`config.mk`:
```
export PLATFORM = sky130hd
export DESIGN_NAME = bitmap_page_allocator
export DESIGN_NICKNAME = d
export VERILOG_FILES = /design/src/rtl/bpa_pkg.sv /design/src/rtl/bpa_ctrl.sv /design/src/rtl/bpa_datapath.sv /design/src/rtl/bitmap_page_allocator.sv
export SDC_FILE = /design/constraint.sdc
export NUM_CORES = 2
export LEC_CHECK = 0
export BUFFER_PORTS_ARGS = -buffer_cell sky130_fd_sc_hd__buf_2
export CORE_MARGIN = 8
export CORE_UTILIZATION = 33
export DETAILED_ROUTE_END_ITERATION = 12
export RECOVER_POWER = 50
export SKIP_LAST_GASP = 1
export SYNTH_ARGS = -nofsm -noshare
export SYNTH_HDL_FRONTEND = slang
export SYNTH_SLANG_ARGS = --single-unit
```
`constraint.sdc`:
```
create_clock -name clock -period 23.5 [get_ports clock]
set_input_delay 4.7 -clock clock [delete_from_list [all_inputs] [get_ports clock]]
set_output_delay 4.7 -clock clock [all_outputs]
set_load 0.02 [all_outputs]
```
`src/rtl/bpa_pkg.sv`:
```
// bpa_pkg: constants, codes and controller/datapath interface types for the
// bitmap page allocator. No dependencies.
`default_nettype none
package bpa_pkg;

   localparam int MAX_PAGES  = 4096;
   localparam int PAGE_SHIFT = 12;
   localparam int WORD_BITS  = 64;
   localparam int MAP_WORDS  = MAX_PAGES / WORD_BITS;
   localparam int PAGE_W     = $clog2(MAX_PAGES) + 1;
   localparam int PIDX_W     = $clog2(MAX_PAGES);
   localparam int BIT_W      = $clog2(WORD_BITS);
   localparam int WIDX_W     = $clog2(MAP_WORDS);
   localparam int ADDR_W     = 24;
   localparam int COUNT_W    = 25;

   typedef enum logic [1:0] {
      FN_ALLOC = 2'd0,
      FN_FREE  = 2'd1,
      FN_LOCK  = 2'd2,
      FN_NONE  = 2'd3
   } func_type;

   typedef enum logic [2:0] {
      ST_IDLE,
      ST_LOAD,
      ST_FETCH,
      ST_WALK,
      ST_WRITE,
      ST_RESP
   } state_type;

   typedef struct packed {
      logic start;
      logic load;
      logic fetch;
      logic step;
      logic write;
      logic respond;
   } cmd_type;

   typedef struct packed {
      logic fin;
      logic leave;
      logic dirty;
      logic rsp_free;
   } status_type;

endpackage
`default_nettype wire

```
`src/rtl/bpa_ctrl.sv`:
```
// bpa_ctrl: sequencer for the page walk (load word, walk pages, write back,
// respond). Depends on bpa_pkg.
`default_nettype none
module bpa_ctrl (
   input  wire              clock,
   input  wire              reset,
   input  wire              req_valid,
   output logic             req_ready,
   input  bpa_pkg::status_type status,
   output bpa_pkg::cmd_type    cmd
);
   import bpa_pkg::*;

   state_type state_ff, state_in;

   always_ff @(posedge clock) begin
      if (reset) begin
         state_ff <= ST_IDLE;
      end else begin
         state_ff <= state_in;
      end
   end

   always_comb begin
      state_in = state_ff;
      unique case (state_ff)
         ST_IDLE: begin
            if (req_valid) state_in = ST_LOAD;
         end
         ST_LOAD: begin
            state_in = status.fin ? ST_RESP : ST_FETCH;
         end
         ST_FETCH: begin
            state_in = ST_WALK;
         end
         ST_WALK: begin
            if (status.leave) state_in = status.dirty ? ST_WRITE : ST_LOAD;
         end
         ST_WRITE: begin
            state_in = ST_LOAD;
         end
         ST_RESP: begin
            if (status.rsp_free) state_in = ST_IDLE;
         end
         default: begin
            state_in = ST_IDLE;
         end
      endcase
   end

   always_comb begin
      cmd       = '0;
      req_ready = 1'b0;
      unique case (state_ff)
         ST_IDLE: begin
            req_ready = 1'b1;
            cmd.start = req_valid;
         end
         ST_LOAD: begin
            cmd.load = !status.fin;
         end
         ST_FETCH: begin
            cmd.fetch = 1'b1;
         end
         ST_WALK: begin
            cmd.step = 1'b1;
         end
         ST_WRITE: begin
            cmd.write = 1'b1;
         end
         ST_RESP: begin
            cmd.respond = status.rsp_free;
         end
         default: begin
            cmd = '0;
         end
      endcase
   end

endmodule
`default_nettype wire

```
`src/rtl/bpa_datapath.sv`:
```
// bpa_datapath: occupancy memory, word buffer, page walker, hint, page total
// and result register. Depends on bpa_pkg.
`default_nettype none
module bpa_datapath (
   input  wire                          clock,
   input  wire                          reset,
   input  wire  [1:0]                   req_func,
   input  wire  [bpa_pkg::ADDR_W-1:0]   req_address,
   input  wire  [bpa_pkg::COUNT_W-1:0]  req_byte_count,
   output logic                         rsp_valid,
   input  wire                          rsp_ready,
   output logic                         rsp_ok,
   output logic [bpa_pkg::ADDR_W-1:0]   rsp_run_address,
   input  wire                          csr_wr_en,
   input  wire  [12:0]                  csr_wr_data,
   input  bpa_pkg::cmd_type             cmd,
   output bpa_pkg::status_type          status
);
   import bpa_pkg::*;

   logic [WORD_BITS-1:0] mem [MAP_WORDS];
   logic [WORD_BITS-1:0] rd_ff;
   logic                 rdv_ff;
   logic [MAP_WORDS-1:0] valid_ff;

   logic [12:0]          total_ff;
   logic [PAGE_W-1:0]    hint_ff, hint_in;
   logic [PAGE_W-1:0]    cur_ff, cur_in;
   logic [PAGE_W-1:0]    run_ff, run_in;
   logic [PAGE_W-1:0]    cnt_ff, cnt_in;
   logic [PAGE_W-1:0]    rem_ff, rem_in;
   logic                 scan_ff, scan_in;
   logic                 busy_ff, busy_in;
   logic                 fin_ff, fin_in;
   logic                 ok_ff, ok_in;
   logic [PIDX_W-1:0]    start_ff, start_in;
   logic [WORD_BITS-1:0] word_ff, word_in;
   logic [WIDX_W-1:0]    widx_ff;
   logic                 dirty_ff, dirty_in;
   logic                 rsp_valid_ff;
   logic                 rsp_ok_ff;
   logic [PIDX_W-1:0]    rsp_page_ff;

   logic [PAGE_W-1:0]    limit;
   logic [PAGE_W-1:0]    pages;
   logic [PAGE_W-1:0]    first;
   logic [COUNT_W:0]     round_sum;
   logic [PAGE_W-1:0]    run_n;
   logic [PAGE_W-1:0]    hit_start;
   logic                 page_bit;
   logic                 word_end;
   logic                 modify;
   logic                 leave;

   assign limit     = (total_ff > 13'(MAX_PAGES)) ? PAGE_W'(MAX_PAGES) : PAGE_W'(total_ff);
   assign round_sum = {1'b0, req_byte_count} + (COUNT_W+1)'((1 << PAGE_SHIFT) - 1);
   // a count past the register width saturates; no run is ever that long
   assign pages     = round_sum[COUNT_W] ? {PAGE_W{1'b1}} : round_sum[COUNT_W-1:PAGE_SHIFT];
   assign first     = PAGE_W'(req_address >> PAGE_SHIFT);
   assign page_bit  = word_ff[cur_ff[BIT_W-1:0]];
   assign word_end  = &cur_ff[BIT_W-1:0];
   assign run_n     = page_bit ? '0 : run_ff + 1'b1;
   assign hit_start = cur_ff + 1'b1 - cnt_ff;

   always_comb begin
      hint_in  = hint_ff;
      cur_in   = cur_ff;
      run_in   = run_ff;
      cnt_in   = cnt_ff;
      rem_in   = rem_ff;
      scan_in  = scan_ff;
      busy_in  = busy_ff;
      fin_in   = fin_ff;
      ok_in    = ok_ff;
      start_in = start_ff;
      word_in  = word_ff;
      dirty_in = dirty_ff;
      modify   = 1'b0;
      leave    = 1'b0;
      if (cmd.start) begin
         cur_in   = '0;
         run_in   = '0;
         cnt_in   = pages;
         rem_in   = pages;
         start_in = '0;
         busy_in  = 1'b1;
         scan_in  = 1'b0;
         dirty_in = 1'b0;
         unique case (func_type'(req_func))
            FN_ALLOC: begin
               scan_in = 1'b1;
               cur_in  = hint_ff;
               ok_in   = 1'b0;
               fin_in  = (pages == '0) || (hint_ff >= limit);
               if (fin_in) hint_in = '0;
            end
            FN_FREE, FN_LOCK: begin
               busy_in = (func_type'(req_func) == FN_LOCK);
               cur_in  = first;
               ok_in   = 1'b1;
               fin_in  = (pages == '0) || (first >= limit);
            end
            FN_NONE: begin
               ok_in  = 1'b0;
               fin_in = 1'b1;
            end
            default: begin
               fin_in = 1'b1;
            end
         endcase
      end else if (cmd.fetch) begin
         word_in  = rdv_ff ? rd_ff : {WORD_BITS{1'b1}};
         dirty_in = 1'b0;
      end else if (cmd.step) begin
         if (scan_ff) begin
            if (cur_ff >= limit) begin
               // search ran off the end: miss, no wrap
               hint_in = '0;
               ok_in   = 1'b0;
               fin_in  = 1'b1;
               leave   = 1'b1;
            end else if (run_n == cnt_ff) begin
               // hit: go back and mark the run
               hint_in  = cur_ff + 1'b1;
               start_in = hit_start[PIDX_W-1:0];
               ok_in    = 1'b1;
               scan_in  = 1'b0;
               busy_in  = 1'b1;
               cur_in   = hit_start;
               rem_in   = cnt_ff;
               leave    = 1'b1;
            end else begin
               run_in = run_n;
               cur_in = cur_ff + 1'b1;
               leave  = word_end;
            end
         end else begin
            if ((rem_ff == '0) || (cur_ff >= limit)) begin
               fin_in = 1'b1;
               leave  = 1'b1;
            end else begin
               modify = 1'b1;
               word_in[cur_ff[BIT_W-1:0]] = busy_ff;
               dirty_in = 1'b1;
               cur_in   = cur_ff + 1'b1;
               rem_in   = rem_ff - 1'b1;
               leave    = word_end;
            end
         end
      end
   end

   always_ff @(posedge clock) begin
      if (reset) begin
         total_ff     <= 13'(MAX_PAGES);
         hint_ff      <= '0;
         valid_ff     <= '0;
         fin_ff       <= 1'b0;
         scan_ff      <= 1'b0;
         dirty_ff     <= 1'b0;
         rsp_valid_ff <= 1'b0;
      end else begin
         if (csr_wr_en) total_ff <= csr_wr_data;
         hint_ff  <= hint_in;
         fin_ff   <= fin_in;
         scan_ff  <= scan_in;
         dirty_ff <= dirty_in;
         if (cmd.write) valid_ff[widx_ff] <= 1'b1;
         if (cmd.respond) begin
            rsp_valid_ff <= 1'b1;
         end else if (rsp_ready) begin
            rsp_valid_ff <= 1'b0;
         end
      end
   end

   always_ff @(posedge clock) begin
      cur_ff   <= cur_in;
      run_ff   <= run_in;
      cnt_ff   <= cnt_in;
      rem_ff   <= rem_in;
      busy_ff  <= busy_in;
      ok_ff    <= ok_in;
      start_ff <= start_in;
      word_ff  <= word_in;
      if (cmd.load) begin
         widx_ff <= cur_ff[BIT_W +: WIDX_W];
         rd_ff   <= mem[cur_ff[BIT_W +: WIDX_W]];
         rdv_ff  <= valid_ff[cur_ff[BIT_W +: WIDX_W]];
      end
      if (cmd.write) mem[widx_ff] <= word_ff;
      if (cmd.respond) begin
         rsp_ok_ff   <= ok_ff;
         rsp_page_ff <= ok_ff ? start_ff : '0;
      end
   end

   assign status.fin      = fin_ff;
   assign status.leave    = leave;
   assign status.dirty    = dirty_ff | modify;
   assign status.rsp_free = !rsp_valid_ff || rsp_ready;

   assign rsp_valid       = rsp_valid_ff;
   assign rsp_ok          = rsp_ok_ff;
   assign rsp_run_address = ADDR_W'({rsp_page_ff, {PAGE_SHIFT{1'b0}}});

endmodule
`default_nettype wire

```
`src/rtl/bitmap_page_allocator.sv`:
```
// bitmap_page_allocator: top level joining controller and datapath.
// Depends on bpa_pkg, bpa_ctrl, bpa_datapath.
//
// Next-fit page allocator over a 4096-page occupancy bitmap held in a 64x64
// memory. One request is worked at a time and the walker handles one page per
// cycle while in its walk state, pausing at each word boundary. Each bitmap
// word visited adds a read step and a fetch step, and a write-back step when
// modified; a free, lock or marking pass ends with a walk step that sees its
// count run out, and every request ends with a final pass through the load
// state and a response state. A request that finishes at once (zero size,
// hint or first page at or past the total, unknown code) goes from the load
// state straight to the response state. The result register lets the next
// request be accepted while a result waits. After reset the whole bitmap
// reads occupied with no clearing pass.
`default_nettype none
module bitmap_page_allocator (
   input  wire                          clock,
   input  wire                          reset,
   input  wire                          req_valid,
   output logic                         req_ready,
   input  wire  [1:0]                   req_func,
   input  wire  [bpa_pkg::ADDR_W-1:0]   req_address,
   input  wire  [bpa_pkg::COUNT_W-1:0]  req_byte_count,
   output logic                         rsp_valid,
   input  wire                          rsp_ready,
   output logic                         rsp_ok,
   output logic [bpa_pkg::ADDR_W-1:0]   rsp_run_address,
   input  wire                          csr_wr_en,
   input  wire  [12:0]                  csr_wr_data
);
   import bpa_pkg::*;

   cmd_type    cmd;
   status_type status;

   bpa_ctrl u_ctrl (
      .clock     (clock),
      .reset     (reset),
      .req_valid (req_valid),
      .req_ready (req_ready),
      .status    (status),
      .cmd       (cmd)
   );

   bpa_datapath u_dp (
      .clock           (clock),
      .reset           (reset),
      .req_func        (req_func),
      .req_address     (req_address),
      .req_byte_count  (req_byte_count),
      .rsp_valid       (rsp_valid),
      .rsp_ready       (rsp_ready),
      .rsp_ok          (rsp_ok),
      .rsp_run_address (rsp_run_address),
      .csr_wr_en       (csr_wr_en),
      .csr_wr_data     (csr_wr_data),
      .cmd             (cmd),
      .status          (status)
   );

endmodule
`default_nettype wire

```
==> flow_summary.toml <==
[yosys]
ys_ff_latch = 4407
syn_inst = 7341
ys.flop_type = "edfxtp_1"
ys.warnings.count = 0
async_flop_share_pct = 0
synth_edf_count = 4285
seq_area_frac_synth_pct = 76.7
synth_area_per_cell_um2 = 23.3
netlist_area_um2 = 171000
synth_cell_types = 79

[critical_path]
critPathMaxStageDelay_ns = 6.36
cp-start-kind = "flop"
crit_top_cell = "mux4_2"
crit_type = "reg -> reg"
crit_fanout = 137
worstSetupStartpoint = "u_dp.cur_ff[7]"
r2r-start = "u_dp.cur_ff[7]"
slowest_stage = "clkbuf_1"
end_kind = "flop"
worstPathCellList = "buf_4 -> clkbuf_1 -> mux4_2 -> mux4_2 -> mux4_2"
critical_path_arrival_ns = 10.76
crit_required_ns = 24.31

[clocking]
postCtsSetupBuffers = 0
clk_path_buf_depth = 4
clockRootBuffer = "clkbuf_16"
cts-resized-gates = 0
cts_buffers = 439
hold_buffers = 0
cts_tree = "built"
cts.sinks = 4407
cts_max_level = 5
clk_latency_ns = 1.01
clkTransAtPathRegs_ns = 0.07

[finish]
final_area_um2 = 195000
synthToLayoutAreaGrowth_pct = 14.0
final_nets = 7848
final_common_cell = "edfxtp_1"
layout_common_cells = "4285 x edfxtp_1, 1374 x mux4_2, 442 x clkbuf_16"
post_route_cells_drive_above_1_share_pct = 29.2

[outcome]
violations = "max-capacitance violations, max-slew violations"
status = "finished with violations"

[routing]
first_pass_iters = 7
vias = 83400
remaining_drc_errors = 0
detail_route.wl_per_cell_um = 31.4
antenna_left = 0
drtIter0Drc = 11900
wirelength_um = 471000
vias_per_cell = 5.56

[placement]
post_dp_cell_area_um2 = 181000
place_hpwl_um = 247000
port_buffers = 71
finalWeightedCongestion = 0.826

[sta]
finalSetupViolations = 0
fin_crit_ns = 9.95
skew_ns = 0.101
worst_pin_slew_ns = 9.41
finalCritPeriodShare_pct = 42.4
slew_headroom_pct = -527
fmaxAchievable_ghz = 0.100
rsz0062_at_grt = "no"
finalHoldViolCount = 0
finalMaxSlewViolations = 4861
fin_tns_setup_ns = 0

[floorplanning]
fp.coreArea_um2 = 516000
dieWidth_um = 736
die_area_um2 = 541000
rows = 264
io_pins = 96
initial_core_util_pct = 33.1
die_y_um = 736

[power]
peakVddDrop_uv = 100
leakagePower_nw = 59.4
powerDensity_nw_per_um2 = 97.4

[global_routing]
track_usage_pct = 16.8
overflow = 0
grt_first_pass_wirelength_um = 654000
first_global_vias = 83200
grt_max_degree = 138
antenna_found_initial = 13

[worst_hold_path]
hold_path.class = "reg -> reg"
hp-start = "u_dp.start_ff[1]"

[flow_run]
max-cap-violations = 84
-- worst paths after layout --
check	end	cells past startpoint	slack (ns)
worst max-delay path	u_dp.rd_ff[56]	5	13.55
worst min-delay path	u_dp.start_ff[1]	2	0.45
worst max register to register	u_dp.rd_ff[56]	5	13.55
worst min register to register	u_dp.start_ff[1]	2	0.45
-- metrics by stage --
| stage | setup slack, ns | std cells | hold WS, ns | utilization [%] | power [mW] |
|---|---|---|---|---|---|
| floorplan | 15.38 | 7352 | 0.424 | - | 11.1 |
| global placement | 15.52 | 14200 | 0.441 | 35.0 | 12.0 |
| detailed placement | 15.61 | 14200 | 0.442 | 35.0 | 12.1 |
| CTS | 16.24 | 15000 | 0.450 | 37.8 | 19.0 |
| global route | 13.25 | 15000 | 0.472 | 37.7 | 19.5 |
| finish | 13.55 | 15000 | 0.449 | 37.7 | 19.0 |
-- worst max-delay path, delay by kind of cell (launching register included) --
family	cells	cell delay (ns)
mux	3	2.02
buf+inv	2	6.92
flops	1	0.39
-- flip-flops by register name, summed over array words and instances (netlist names), 64 cells and up --
signal and count:
u_dp.rd_ff 64, u_dp.valid_ff 64, u_dp.mem 4096, u_dp.word_ff 64
-- layout make-up --
type / count / area (um2)
clock buffers: 534 / 11500
flip-flops and latches: 4407 / 131000
fillers: 45700 / 321000
well taps: 6916 / 8650
inverters: 53 / 208
clock inverters: 260 / 2820
repair buffers: 344 / 2200
multi-input cells: 2477 / 38300
diodes: 10 / 25.0
-- kinds of logic (layout without fill, tap and decap cells) --
logic type,after synthesis,after routing,share of synthesized area [%]
XOR/XNOR,49,49,0.275
AND/OR/NAND/NOR,524,524,1.48
other,1,22,0.00219
flip-flops,4407,4407,76.7
AO/OA/AOI/OAI,412,412,1.61
buffers and inverters,468,1191,1.08
multiplexers,1423,1423,18.4
adder cells (fa/ha/maj),57,57,0.422
-- routing by layer --
layer | track usage (%) | vias to the layer above | share of wire (%) | wire length (um)
met5 | 0 | - | 0.0028 | 13
met4 | 4.76 | 2 | 3.1 | 14600
met3 | 3.17 | 819 | 9.3 | 43700
met2 | 27.1 | 4480 | 47 | 224000
met1 | 23.4 | 45800 | 40 | 189000
li1 | - | 32300 | - | -
-- cell usage after synthesis, drive strengths merged (18+ instances only) --
| cell | number | share of area, % |
|---|---|---|
| and2 | 18 | 0.066 |
| a21oi | 56 | 0.16 |
| inv | 52 | 0.11 |
| edfxtp | 4285 | 75 |
| nand3 | 40 | 0.12 |
| nor3 | 27 | 0.079 |
| ha | 56 | 0.41 |
| buf | 115 | 0.31 |
| o21ai | 111 | 0.33 |
| nor2 | 210 | 0.46 |
| nand2 | 91 | 0.20 |
| nand2b | 20 | 0.073 |
| o21a | 67 | 0.29 |
| nand4 | 20 | 0.073 |
| o22ai | 70 | 0.26 |
| clkbuf | 300 | 0.66 |
| mux4 | 1374 | 18 |
| mux2i | 45 | 0.26 |
| xnor2 | 34 | 0.17 |
| dfxtp | 122 | 1.4 |
-- power by group --
group / internal (mW) / total (mW) / switching (mW) / leakage, nW
clock: 3.96 / 6.99 / 3.03 / 6.93
sequential: 8.85 / 8.92 / 0.0698 / 39.7
combinational: 1.41 / 3.06 / 1.65 / 12.8
No activity file was read; power rests on OpenSTA's default activity.
